[src/design/nps_pkg.sv]
`timescale 1ns / 1ps
`default_nettype none
// ----------------------------------------------------------------------------
// nps_pkg: shared types and constants of the priority scheduler
// Store depth, derived widths, the process record and the controller states.
// ----------------------------------------------------------------------------
package nps_pkg;

    // Number of process records held per batch
    localparam int MAX_PROCS = 16;

    // Store index and fill count widths
    localparam int IDX_W = (MAX_PROCS > 1) ? $clog2(MAX_PROCS) : 1;
    localparam int CNT_W = $clog2(MAX_PROCS + 1);

    // Result time fields
    localparam int TIME_W = 21;

    // Scheduler clock: latest arrival plus every burst must fit
    localparam int TICK_NAT = $clog2(65536 * (MAX_PROCS + 1));
    localparam int TICK_W   = (TICK_NAT > TIME_W) ? TICK_NAT : TIME_W;

    // One stored process record
    typedef struct packed {
        logic [7:0]  id;
        logic [15:0] arr;
        logic [15:0] burst;
        logic [7:0]  prio;
    } rec_t;

    // Controller states
    typedef enum logic [1:0] {
        ST_LOAD,
        ST_SCAN,
        ST_EMIT
    } state_t;

endpackage : nps_pkg
`default_nettype wire

[src/design/nonpreemptive_priority_scheduler_top.sv]
`timescale 1ns / 1ps
`default_nettype none
// ----------------------------------------------------------------------------
// nonpreemptive_priority_scheduler_top: non-preemptive priority scheduler
// Loads process records into a record memory, then runs them in priority
// order (ties: earlier arrival, then load order) and reports completion,
// turnaround and waiting time per process in execution order.
// ----------------------------------------------------------------------------
// Loading: one record transaction per cycle in the load state, no result
// until the marked one. Scheduling: each result takes one scan of the record
// memory through its single read port, a registered read and a pick/emit
// step that waits for a free output, so a batch takes one scan per record.
// Reset (rst_n low, asynchronous): empty store, clock at zero, load state,
// no result pending. The record memory itself is not cleared.

module nonpreemptive_priority_scheduler_top (
    input  wire logic        clk,
    input  wire logic        rst_n,

    input  wire logic        in_valid,
    output logic             in_stall,
    input  wire logic [7:0]  proc_id,
    input  wire logic [15:0] arrival_time,
    input  wire logic [15:0] burst_time,
    input  wire logic [7:0]  prio_level,
    input  wire logic        last_proc,

    output logic             out_valid,
    input  wire logic        out_stall,
    output logic [7:0]       out_proc_id,
    output logic [20:0]      completion_time,
    output logic [20:0]      turnaround_time,
    output logic [20:0]      waiting_time,
    output logic             last_result
);

    localparam int MAXP  = nps_pkg::MAX_PROCS;
    localparam int IDX_W = nps_pkg::IDX_W;
    localparam int CNT_W = nps_pkg::CNT_W;
    localparam int TW    = nps_pkg::TICK_W;
    localparam int OW    = nps_pkg::TIME_W;

    // Record memory
    nps_pkg::rec_t mem [MAXP];
    nps_pkg::rec_t rd_data_reg;

    // Control state
    nps_pkg::state_t   state_reg, state_next;
    logic [CNT_W-1:0]  cnt_reg;
    logic [CNT_W-1:0]  k_reg;
    logic [CNT_W-1:0]  iss_reg;
    logic [TW-1:0]     tick_reg;
    logic [MAXP-1:0]   fin_reg;
    logic              rd_vld_reg;
    logic [IDX_W-1:0]  rd_idx_reg;

    // Best candidates of the current scan
    logic              have_rdy_reg, have_fut_reg;
    nps_pkg::rec_t     rdy_rec_reg, fut_rec_reg;
    logic [IDX_W-1:0]  rdy_idx_reg, fut_idx_reg;

    // Output register
    logic              out_valid_reg;
    logic [7:0]        out_id_reg;
    logic [OW-1:0]     out_done_reg, out_tat_reg, out_wt_reg;
    logic              out_last_reg;

    // Decoded controls
    logic              load_st, scan_st, emit_st;
    logic              in_acc, out_free, emit_go, issue, store_wr;
    logic              scan_last, batch_last;
    logic [CNT_W-1:0]  cnt_m1;

    // Scan compare
    nps_pkg::rec_t     cur;
    logic              cur_fin, cur_ready, rdy_better, fut_better, upd_rdy, upd_fut;

    // Pick / result arithmetic
    nps_pkg::rec_t     pick;
    logic [IDX_W-1:0]  pick_idx;
    logic [TW-1:0]     base, done, tat, wt;

    // State decode
    always_comb
    begin
        load_st = (state_reg == nps_pkg::ST_LOAD);
        scan_st = (state_reg == nps_pkg::ST_SCAN);
        emit_st = (state_reg == nps_pkg::ST_EMIT);
    end

    // Handshake and sequencing terms
    always_comb
    begin
        in_stall   = !load_st;
        in_acc     = in_valid && load_st;
        store_wr   = in_acc && (cnt_reg < CNT_W'(MAXP));
        out_free   = !out_valid_reg || !out_stall;
        emit_go    = emit_st && out_free;
        issue      = scan_st && (iss_reg < cnt_reg);
        cnt_m1     = cnt_reg - CNT_W'(1);
        scan_last  = rd_vld_reg && (CNT_W'(rd_idx_reg) == cnt_m1);
        batch_last = (k_reg == cnt_m1);
    end

    // Next state
    always_comb
    begin
        state_next = state_reg;
        case (state_reg)
            nps_pkg::ST_LOAD:
            begin
                if (in_acc && last_proc)
                begin
                    state_next = nps_pkg::ST_SCAN;
                end
            end
            nps_pkg::ST_SCAN:
            begin
                if (scan_last)
                begin
                    state_next = nps_pkg::ST_EMIT;
                end
            end
            nps_pkg::ST_EMIT:
            begin
                if (out_free)
                begin
                    state_next = batch_last ? nps_pkg::ST_LOAD : nps_pkg::ST_SCAN;
                end
            end
            default:
            begin
                state_next = nps_pkg::ST_LOAD;
            end
        endcase
    end

    // Record memory: write on load, registered read during scan
    always_ff @(posedge clk)
    begin
        if (store_wr)
        begin
            mem[cnt_reg[IDX_W-1:0]] <= '{id: proc_id, arr: arrival_time,
                                          burst: burst_time, prio: prio_level};
        end
        if (issue)
        begin
            rd_data_reg <= mem[iss_reg[IDX_W-1:0]];
        end
    end

    // Scan compare: best ready process and earliest pending arrival
    always_comb
    begin
        cur        = rd_data_reg;
        cur_fin    = fin_reg[rd_idx_reg];
        cur_ready  = !cur_fin && (TW'(cur.arr) <= tick_reg);
        rdy_better = !have_rdy_reg || (cur.prio < rdy_rec_reg.prio) ||
                     ((cur.prio == rdy_rec_reg.prio) && (cur.arr < rdy_rec_reg.arr));
        fut_better = !have_fut_reg || (cur.arr < fut_rec_reg.arr) ||
                     ((cur.arr == fut_rec_reg.arr) && (cur.prio < fut_rec_reg.prio));
        upd_rdy    = scan_st && rd_vld_reg && cur_ready && rdy_better;
        upd_fut    = scan_st && rd_vld_reg && !cur_fin && fut_better;
    end

    // Pick and time arithmetic; with nothing ready the clock jumps ahead
    always_comb
    begin
        pick     = have_rdy_reg ? rdy_rec_reg : fut_rec_reg;
        pick_idx = have_rdy_reg ? rdy_idx_reg : fut_idx_reg;
        base     = have_rdy_reg ? tick_reg : TW'(fut_rec_reg.arr);
        done     = base + TW'(pick.burst);
        tat      = done - TW'(pick.arr);
        wt       = base - TW'(pick.arr);
    end

    // Candidate payload
    always_ff @(posedge clk)
    begin
        rd_idx_reg <= iss_reg[IDX_W-1:0];
        if (upd_rdy)
        begin
            rdy_rec_reg <= cur;
            rdy_idx_reg <= rd_idx_reg;
        end
        if (upd_fut)
        begin
            fut_rec_reg <= cur;
            fut_idx_reg <= rd_idx_reg;
        end
        if (emit_go)
        begin
            out_id_reg   <= pick.id;
            out_done_reg <= OW'(done);
            out_tat_reg  <= OW'(tat);
            out_wt_reg   <= OW'(wt);
            out_last_reg <= batch_last;
        end
    end

    // Control registers
    always_ff @(posedge clk or negedge rst_n)
    begin
        if (!rst_n)
        begin
            state_reg     <= nps_pkg::ST_LOAD;
            cnt_reg       <= '0;
            k_reg         <= '0;
            iss_reg       <= '0;
            tick_reg      <= '0;
            fin_reg       <= '0;
            rd_vld_reg    <= 1'b0;
            have_rdy_reg  <= 1'b0;
            have_fut_reg  <= 1'b0;
            out_valid_reg <= 1'b0;
        end
        else
        begin
            state_reg  <= state_next;
            rd_vld_reg <= issue;

            // Load count
            if (store_wr)
            begin
                cnt_reg <= cnt_reg + CNT_W'(1);
            end

            // Read address sweep
            if (issue)
            begin
                iss_reg <= iss_reg + CNT_W'(1);
            end

            // Candidate flags
            if (upd_rdy)
            begin
                have_rdy_reg <= 1'b1;
            end
            if (upd_fut)
            begin
                have_fut_reg <= 1'b1;
            end

            // Emit: advance the clock, mark done, restart or end the batch
            if (emit_go)
            begin
                iss_reg      <= '0;
                have_rdy_reg <= 1'b0;
                have_fut_reg <= 1'b0;
                if (batch_last)
                begin
                    cnt_reg  <= '0;
                    k_reg    <= '0;
                    tick_reg <= '0;
                    fin_reg  <= '0;
                end
                else
                begin
                    k_reg             <= k_reg + CNT_W'(1);
                    tick_reg          <= done;
                    fin_reg[pick_idx] <= 1'b1;
                end
            end

            // Output transaction
            if (emit_go)
            begin
                out_valid_reg <= 1'b1;
            end
            else if (out_valid_reg && !out_stall)
            begin
                out_valid_reg <= 1'b0;
            end
        end
    end

    // Ports
    assign out_valid       = out_valid_reg;
    assign out_proc_id     = out_id_reg;
    assign completion_time = out_done_reg;
    assign turnaround_time = out_tat_reg;
    assign waiting_time    = out_wt_reg;
    assign last_result     = out_last_reg;

    // Assertions
    a_cnt_bound: assert property (@(posedge clk) disable iff (!rst_n)
        cnt_reg <= CNT_W'(MAXP))
        else $error("load count beyond store depth");

    a_scan_in_range: assert property (@(posedge clk) disable iff (!rst_n)
        rd_vld_reg |-> (CNT_W'(rd_idx_reg) < cnt_reg))
        else $error("scan read beyond loaded records");

    a_emit_candidate: assert property (@(posedge clk) disable iff (!rst_n)
        emit_st |-> (have_rdy_reg || have_fut_reg))
        else $error("emit without an unfinished candidate");

    a_pick_unfinished: assert property (@(posedge clk) disable iff (!rst_n)
        emit_st |-> !fin_reg[pick_idx])
        else $error("picked process already finished");

    a_batch_end: assert property (@(posedge clk) disable iff (!rst_n)
        (emit_go && batch_last) |=> (load_st && (cnt_reg == '0) && (fin_reg == '0)))
        else $error("store not emptied after final result");

endmodule : nonpreemptive_priority_scheduler_top
`default_nettype wire

[config.mk]
export PLATFORM = sky130hd
export DESIGN_NAME = nonpreemptive_priority_scheduler_top
export DESIGN_NICKNAME = d
export VERILOG_FILES = /design/src/design/nps_pkg.sv /design/src/design/nonpreemptive_priority_scheduler_top.sv
export SDC_FILE = /design/constraint.sdc
export NUM_CORES = 1
export LEC_CHECK = 0
export ABC_CLOCK_PERIOD_IN_PS = 8050
export BUFFER_PORTS_ARGS = -buffer_cell sky130_fd_sc_hd__buf_2
export CORE_UTILIZATION = 55
export DETAILED_ROUTE_END_ITERATION = 10
export GPL_TIMING_DRIVEN = 0
export PLACE_DENSITY = 0.82
export SYNTH_ARGS = -nofsm -noshare
export SYNTH_HDL_FRONTEND = slang
export SYNTH_SLANG_ARGS = --single-unit
[constraint.sdc]
create_clock -name clk -period 8.05 [get_ports clk]
set_input_delay 1.2075 -clock clk [delete_from_list [all_inputs] [get_ports clk]]
set_output_delay 1.2075 -clock clk [all_outputs]
set_load 0.05 [all_outputs]
After elaboration in Yosys (flattened, before gate mapping):

Memories as Yosys holds them, arrays and structs flattened. A register that Yosys moved wholly into a read port is not among the register bits.
Index checks and enable logic that the tools add are counted.

* logic and storage cells: 115
* input port bits: 53
* register bits: 238
* RAM bits: 768
* memories kept: 1

Memories
* mem: words 16, width 48, read ports 1, clocked after memory_dff 1, write ports 1, line nonpreemptive_priority_scheduler_top.sv:44 `nps_pkg::rec_t mem [MAXP];`

* mux-type cells: 28
* magnitude comparators: 10
* equality and inequality tests: 9
* $add $sub $neg: 7
* reduce and logical (&&, ||, !) cells: 33
* bitwise operators: 1

Operators with widths (number)
* $mux 48: 1
* $mux 21: 2
* $sub 21x16->21: 2
* $lt 16x16->1: 2
* $mux 5: 6
* $add 21x16->21: 1
* $le 16x21->1: 1
* $eq 16x16->1: 1
* $logic_and 1x1->1: 16
* $lt 8x8->1: 2
* $mux 16: 1
* $or 16x16->16: 1
* $add 5x1->5 const B: 3
* $mux 1: 11
* $lt 4x5->1 const B: 2
* $eq 8x8->1: 1
* $reduce_bool 2->1: 4
* $logic_not 1->1: 6
* $mux 2: 3
* $ne 2x1->1 const B: 3
* $pmux 2 s3: 1
* $eq 4x5->1: 1
* $eq 5x5->1: 1
* $logic_or 1x1->1: 5
* 11 further kinds: 11

Longest topological paths before layout:

Gate-level depths: netlist of the first run.

* depth after elaboration: 8
* mapped depth: 25

Worst setup path after synthesis of the first run:

OpenSTA, ideal clock, no wires.

* path type: register -> register
* start point: reg rd_idx_reg[0]
* end point: reg rdy_idx_reg[0] (enable)
* path slack: 1592 ps
* clock period less this slack: 6458 ps
* setup time: 540 ps
* data arrival time: 5918 ps
* buffers on the path: 1
* stages on the path, launching flop included: 7
* cell sequence: dfxtp_1 -> clkbuf_1 -> mux4_2 -> mux4_2 -> nor3b_1 -> nand2_1 -> a211oi_1

* cells in the longest elaborated chain, start to end: 6

RTL lines
* start, declared: line nonpreemptive_priority_scheduler_top.sv:55 `logic [IDX_W-1:0] rd_idx_reg;`
* start signal, assigned: line nonpreemptive_priority_scheduler_top.sv:180 `rd_idx_reg <= iss_reg[IDX_W-1:0];`
* $bmux 1 s4: line nonpreemptive_priority_scheduler_top.sv:156 `cur_fin = fin_reg[rd_idx_reg];`
* $mux 1 (not written as such): line nonpreemptive_priority_scheduler_top.sv:156
* $logic_not 1->1: line nonpreemptive_priority_scheduler_top.sv:157 `cur_ready = !cur_fin && (TW'(cur.arr) <= tick_reg);`
* $logic_and 1x1->1: line nonpreemptive_priority_scheduler_top.sv:157
* $logic_and 1x1->1 (2 in series): line nonpreemptive_priority_scheduler_top.sv:162 `upd_rdy = scan_st && rd_vld_reg && cur_ready && rdy_better;`
* via upd_rdy: line nonpreemptive_priority_scheduler_top.sv:76 `logic cur_fin, cur_ready, rdy_better, fut_better, upd_rdy, upd_fut;`
* end signal, assigned: line nonpreemptive_priority_scheduler_top.sv:184 `rdy_idx_reg <= rd_idx_reg;`
* end, declared: line nonpreemptive_priority_scheduler_top.sv:60 `logic [IDX_W-1:0] rdy_idx_reg, fut_idx_reg;`

The timed path passes the listed nets, and every way through them passes these cells. The select of a mux whose other input is x is not followed.
A chain may end at the register's enable or synchronous reset.

Worst setup path after layout of the first run:

* start point: reg have_rdy_reg
* end point: reg out_tat_reg[20] (netlist: turnaround_time[20]) (data pin)

* cells in the longest elaborated chain, start to end: 3

RTL lines
* start, declared: line nonpreemptive_priority_scheduler_top.sv:58 `logic have_rdy_reg, have_fut_reg;`
* start signal, assigned: line nonpreemptive_priority_scheduler_top.sv:213 `have_rdy_reg <= 1'b0;`
* start signal, assigned: line nonpreemptive_priority_scheduler_top.sv:237 `have_rdy_reg <= 1'b1;`
* start signal, assigned: line nonpreemptive_priority_scheduler_top.sv:248 `have_rdy_reg <= 1'b0;`
* $mux 21 or $mux 48 (tied branches): line nonpreemptive_priority_scheduler_top.sv:171, nonpreemptive_priority_scheduler_top.sv:169
* $add 21x16->21 *: line nonpreemptive_priority_scheduler_top.sv:172 `done = base + TW'(pick.burst);`
* via done[4]: line nonpreemptive_priority_scheduler_top.sv:81 `logic [TW-1:0] base, done, tat, wt;`
* $sub 21x16->21 *: line nonpreemptive_priority_scheduler_top.sv:173 `tat = done - TW'(pick.arr);`
* via tat[20]: line nonpreemptive_priority_scheduler_top.sv:81
* end signal, assigned: line nonpreemptive_priority_scheduler_top.sv:195 `out_tat_reg <= OW'(tat);`
* end, declared: line nonpreemptive_priority_scheduler_top.sv:65 `logic [OW-1:0] out_done_reg, out_tat_reg, out_wt_reg;`

The timed path passes the listed nets; every way through them passes the cells marked *.

==> results of run 1 <==
## routing by layer
| metal | track usage | share of wire | wire, um |
|---|---|---|---|
| met1 | 0.339 | 0.35 | 39100 |
| met3 | 0.0498 | 0.089 | 9870 |
| met5 | 0 | 0.00093 | 103 |
| met2 | 0.484 | 0.52 | 57400 |
| met4 | 0.119 | 0.041 | 4610 |
## layout make-up
type | instances | area, sq um
antenna | 5 | 12.5
buffer | 94 | 359
clock buffer | 120 | 2620
clock inverter | 64 | 573
fill | 4907 | 28100
inverter | 108 | 405
multi-input combinational | 1067 | 11600
sequential | 1054 | 31300
tap | 1040 | 1300
timing repair buffer | 187 | 1630
## power by group through the flow
stage / Combinational (uW) / Clock (uW) / Sequential, uW
final: 9570 / 4640 / 7720
after global placement: 8580 / 0 / 7860
after global routing: 10300 / 4870 / 7770
after floorplan: 6670 / 0 / 7740
after CTS: 9490 / 4670 / 7710
after detailed placement: 9280 / 0 / 7800
## metrics by stage
step	power (uW)	hold WS, ps	cell area, sq um	setup slack, ps	setup TNS (ps)
after floorplan	14400	369	43600	1590	0
after global placement	16400	392	45500	-1420	-370880
after detailed placement	17100	390	46600	1090	0
after CTS	21900	418	49800	1080	0
after global routing	22900	432	49900	567	0
final	21900	417	49900	1030	0
## cells in the final DEF (no fill, tap or decap), types with 58 or more instances in the layout
| cell | instances |
|---|---|
| edfxtp_1 | 992 |
| nor2_1 | 89 |
| inv_1 | 105 |
| dfrtp_1 | 58 |
| mux4_2 | 245 |
| clkbuf_16 | 102 |
| nand2_1 | 86 |
| clkbuf_1 | 87 |
| buf_2 | 126 |
| a21oi_1 | 65 |
| ha_1 | 119 |
## final timing paths
| check | start | to | slack [ps] | cells after the start |
|---|---|---|---|---|
| setup reg to reg | have_rdy_reg$_DFFE_PN0P_ | turnaround_time[20]$_DFFE_PP_ | 1030 | 21 |
| setup / recovery | have_rdy_reg$_DFFE_PN0P_ | turnaround_time[20]$_DFFE_PP_ | 1030 | 21 |
| min in group asynchronous | rst_n | fin_reg[0]$_DFFE_PN0P_ | 620 | 1 |
| hold / removal | iss_reg[2]$_DFFE_PN0P_ | rd_idx_reg[2]$_DFF_P_ | 420 | 0 |
| max in group asynchronous | rst_n | have_fut_reg$_DFFE_PN0P_ | 6900 | 1 |
| hold reg to reg | iss_reg[2]$_DFFE_PN0P_ | rd_idx_reg[2]$_DFF_P_ | 420 | 0 |
## kinds of logic after synthesis
logic type / count (synthesis) / share of synthesized area
mux: 288 / 0.137
xor+xnor: 67 / 0.0138
flops: 1054 / 0.719
simple gates: 322 / 0.0352
buf+inv: 202 / 0.0175
fa+ha+maj: 123 / 0.0358
compound gates: 267 / 0.0417
## critical path, cell delays in order (launching register included)
cell and delay (ps):
dfrtp_1 320, buf_2 220, buf_1 420, clkbuf_1 410, clkbuf_1 410, buf_1 660
a21oi_1 290, fa_1 500, nor2b_1 210, o21ai_0 110, nand2b_1 90, xor2_1 330
ha_1 340, o21ai_0 250, inv_1 100, a2111oi_1 590, nor4_1 160, o41ai_2 430
a211oi_1 210, nor4_4 360, nand3b_1 180, xnor2_1 160
==> metrics.yaml, run 1 <==
grt_pass1_vias: 24900
core_sq_mm: 0.0780
worstSetupPathType: "reg -> reg"
p_leak_uw: 0.0170
remaining_drc_errors: 0
netlist.area_leader.share: 0.684
irDropWorstVdd_mv: 0.295
hold_violations: 0
fin_cells: 3739
cts_tree: "done"
grt_overflow: 0
cts_setup_buffers: 0
synth_warnings: 0
switching_power_uw: 8070
synth_ff_type: "edfxtp_1"
cts.sinks: 1054
worstPathArrival_ps: 7420
p_seq_frac: 0.352
slew_headroom: 0.138
holdBufCountCts: 0
antenna_found_initial: 15
syn_inst: 2323
io_pins: 127
synth_top_cell_by_area: "edfxtp_1"
numCtsBuffers: 100
p_int_uw: 13900
ys_seq_area_frac: 0.719
grt_pass1_wl_mm: 162
synth_cell_types: 81
wl_per_cell_um: 29.7
fmax_mhz: 143
comb_power_share: 0.436
switching_share: 0.368
cts_buffer_depth: 3
initialDrtViolationCount: 3168
port_buffers: 126
vias: 24100
hpwl_mm: 69.1
initial_core_util: 0.559
grt_usage: 0.277
grt_start_max_net_pins: 73
htreeDepth: 3
p_per_area_mw_per_mm2: 440
routed_wl_mm: 111
outcome: "finished, final reports clean"
maxCapViolCount: 0
synthArstFlopShare: 0.0550
finalWeightedCongestion: 0.912
ys_ff_latch: 1054
synth_commonest_cells: "edfxtp_1 (992), mux4_2 (245), ha_1 (119)"
worstPathRequired_ps: 8460
path_max_fanout: 10
dieArea_sq_mm: 0.0803
dp.cells: 3550
worstMarginPinSlew_ps: 1290
ant_nets: 0
grt_setup_unrepaired: "false"
die_h_um: 283
startpoint_type: "flip-flop"
setup_viol: 0
synthMostInstantiatedCell: "edfxtp_1"
rows: 102
synth_area_sq_mm: 0.0436
insertion_delay_ps: 680
die_x_um: 283
clock_skew_ps: 49.7
post-route-min-period_ps: 7020
cts-root-buf: "clkbuf_16"
utilization: 0.639
area_delta_synth_final_pct: 14.4
worst_hold_path_type: "reg -> reg"
cts_resized: 0
synth_area_per_cell_sq_um: 18.8
synth_nets: 2498
synth-edff-count: 992
synthTopCellsByArea: "edfxtp_1 (68%), mux4_2 (13%), ha_1 (3.4%)"
largest_reg_flops: 768
dr.pass1.iters: 5
viasPerCell: 6.44
cts.clk_slew.worst_paths_ps: 70
period_share: 0.872
crit_path_end_kind: "flip-flop"
drive_above_1_share: 0.238
clockPowerShare: 0.212
final_max_slew_viol_count: 0
nNetsFinal: 2787
No activity file was read; power rests on OpenSTA's default activity.
==> run 2: changes to the inputs <==
CORE_UTILIZATION = 30   (was 55)
PLACE_DENSITY = 0.54   (was 0.82)
==> run 2 against run 1 <==
Against the previous run:
- the run now ends with design-rule violations left
- sequential cell count is the same
- non-clock buffer count up 5
- largest cell class unchanged
- critical path depth is the same
- clock skew is 10 ps higher
- sequential share of layout area decreased by 1.9 points
- cell count is 24% higher
- maximum frequency decreased by 2.6%
- worst hold slack got worse by 0.57 ps
==> metrics.yaml, run 2 (same netlist as run 1, synthesis figures left out) <==
outcome: "finished, violations left"
violations: "design-rule violations"
crit_path_end_kind: "flip-flop"
cts_buffer_depth: 3
irDropWorstVdd_mv: 0.200
insertion_delay_ps: 720
worstMarginPinSlew_ps: 1190
cts-root-buf: "clkbuf_16"
grt_overflow: 0
fin_ws_ps: 848
grt_usage: 0.144
multiInputGateArea_sq_mm: 0.0116
worstPathArrival_ps: 7640
port_buffers: 126
cts.sinks: 1054
fillers: 13400
worstPathRequired_ps: 8490
die_h_um: 383
initial_core_util: 0.303
cts_setup_buffers: 0
regArea_sq_mm: 0.0313
viasPerCell: 4.79
numCtsBuffers: 113
utilization: 0.357
hpwl_mm: 72.8
core_sq_mm: 0.144
holdBufCountCts: 0
met2_wirelength_mm: 49.8
startpoint_type: "flip-flop"
antenna_found_initial: 23
vias: 22200
period_share: 0.895
path_max_fanout: 10
htreeDepth: 3
preCtsSetupSlack_ps: 764
setup_viol: 0
grt_setup_unrepaired: "false"
nNetsFinal: 2805
routed_wl_mm: 106
dr.pass1.iters: 8
final_cell_mix: "edfxtp_1 (992), mux4_2 (245), buf_2 (126)"
worstSetupPathType: "reg -> reg"
top_layer_used: "met5"
drt-met1-wl_mm: 47.1
postLayoutCellArea_sq_mm: 0.0514
grt_pass1_wl_mm: 155
largest_reg_flops: 768
fmax_mhz: 139
mostFrequentLayoutCell: "edfxtp_1"
finalWeightedCongestion: 0.801
fin_tns_setup_ps: 0
maxCapViolCount: 0
initialDrtViolationCount: 1772
area_delta_synth_final_pct: 18.0
io_pins: 127
worst_hold_path_type: "reg -> reg"
p_per_area_mw_per_mm2: 430
post-route-min-period_ps: 7200
grt_start_max_net_pins: 64
cts_resized: 0
hold_violations: 0
grt_pass1_vias: 22800
fin_hold_ws_ps: 416
wl_met3_mm: 6.40
cts_tree: "done"
final_max_slew_viol_count: 0
clock_skew_ps: 60.2
ant_nets: 0
rows: 139
p_leak_uw: 0.0172
remaining_drc_errors: 14
dpl_cell_area_sq_mm: 0.0478
wl_per_cell_um: 22.8
cts.clk_slew.worst_paths_ps: 60
slew_headroom: 0.204
die_x_um: 383
drive_above_1_share: 0.241
dieArea_sq_mm: 0.147
==> run 2: changes by cell type in the layout (fill, tap and decap cells not counted), moves of 2 or more <==
cell / change
diode_2: -4
clkbuf_1: +10
buf_4: +6
buf_12: +2
clkbuf_8: +5
clkinv_2: -8
buf_6: -5
buf_8: +3
clkinv_1: +5
clkinvlp_4: +3
clkbuf_16: +13
==> run 2: layout make-up <==
| class | count | area share |
|---|---|---|
| multi-input combinational | 1067 | 0.226 |
| clock inverter | 63 | 0.0110 |
| buffer | 94 | 0.00699 |
| inverter | 108 | 0.00789 |
| sequential | 1054 | 0.609 |
| clock buffer | 148 | 0.0594 |
| antenna | 1 | 0.0000487 |
| tap | 1903 | 0.0463 |
| timing repair buffer | 192 | 0.0326 |
==> run 2: power breakdown <==
part           total [uW]  switching (uW)  internal, uW
clock                5030            2170          2870
combinational        9390            5400          3990
sequential           7690             396          7290
==> run 2: metal layers <==
layer | GRT usage | vias to the layer above
li1 | - | 9961
met5 | 0 | -
met4 | 0.0341 | 20
met2 | 0.232 | 534
met1 | 0.196 | 11500
met3 | 0.0347 | 175
==> run 2: final timing paths <==
path                                           from  slack, ps                       endpoint  depth (start not counted)
min                          iss_reg[2]$_DFFE_PN0P_        420          rd_idx_reg[2]$_DFF_P_                          0
max in group asynchronous                     rst_n       6880        tick_reg[0]$_DFFE_PN0P_                          1
min reg2reg                  iss_reg[2]$_DFFE_PN0P_        420          rd_idx_reg[2]$_DFF_P_                          0
max                        have_rdy_reg$_DFFE_PN0P_        850  turnaround_time[20]$_DFFE_PP_                         21
min in group asynchronous                     rst_n        610         fin_reg[7]$_DFFE_PN0P_                          1
max reg2reg                have_rdy_reg$_DFFE_PN0P_        850  turnaround_time[20]$_DFFE_PP_                         21
==> run 2: metrics by stage <==
stage               cells  power (uW)
finish               4630       22100
detailed placement   4418       17300
global placement     4352       17100
CTS                  4629       22400
global route         4630       23500
floorplan            2323       14400
==> run 2: critical path, stage by stage (launching register included) <==
cell       delay, ps
dfrtp_1          330
buf_2            210
buf_1            410
clkbuf_1         390
clkbuf_1         450
buf_1            690
a21oi_1          330
fa_1             520
nor2b_1          220
o21ai_0          100
nand2b_1          90
xor2_1           340
ha_1             340
o21ai_0          230
inv_1             90
a2111oi_1        650
nor4_1           160
o41ai_2          480
a211oi_1         230
nor4_4           380
nand3b_1         150
xnor2_1          140
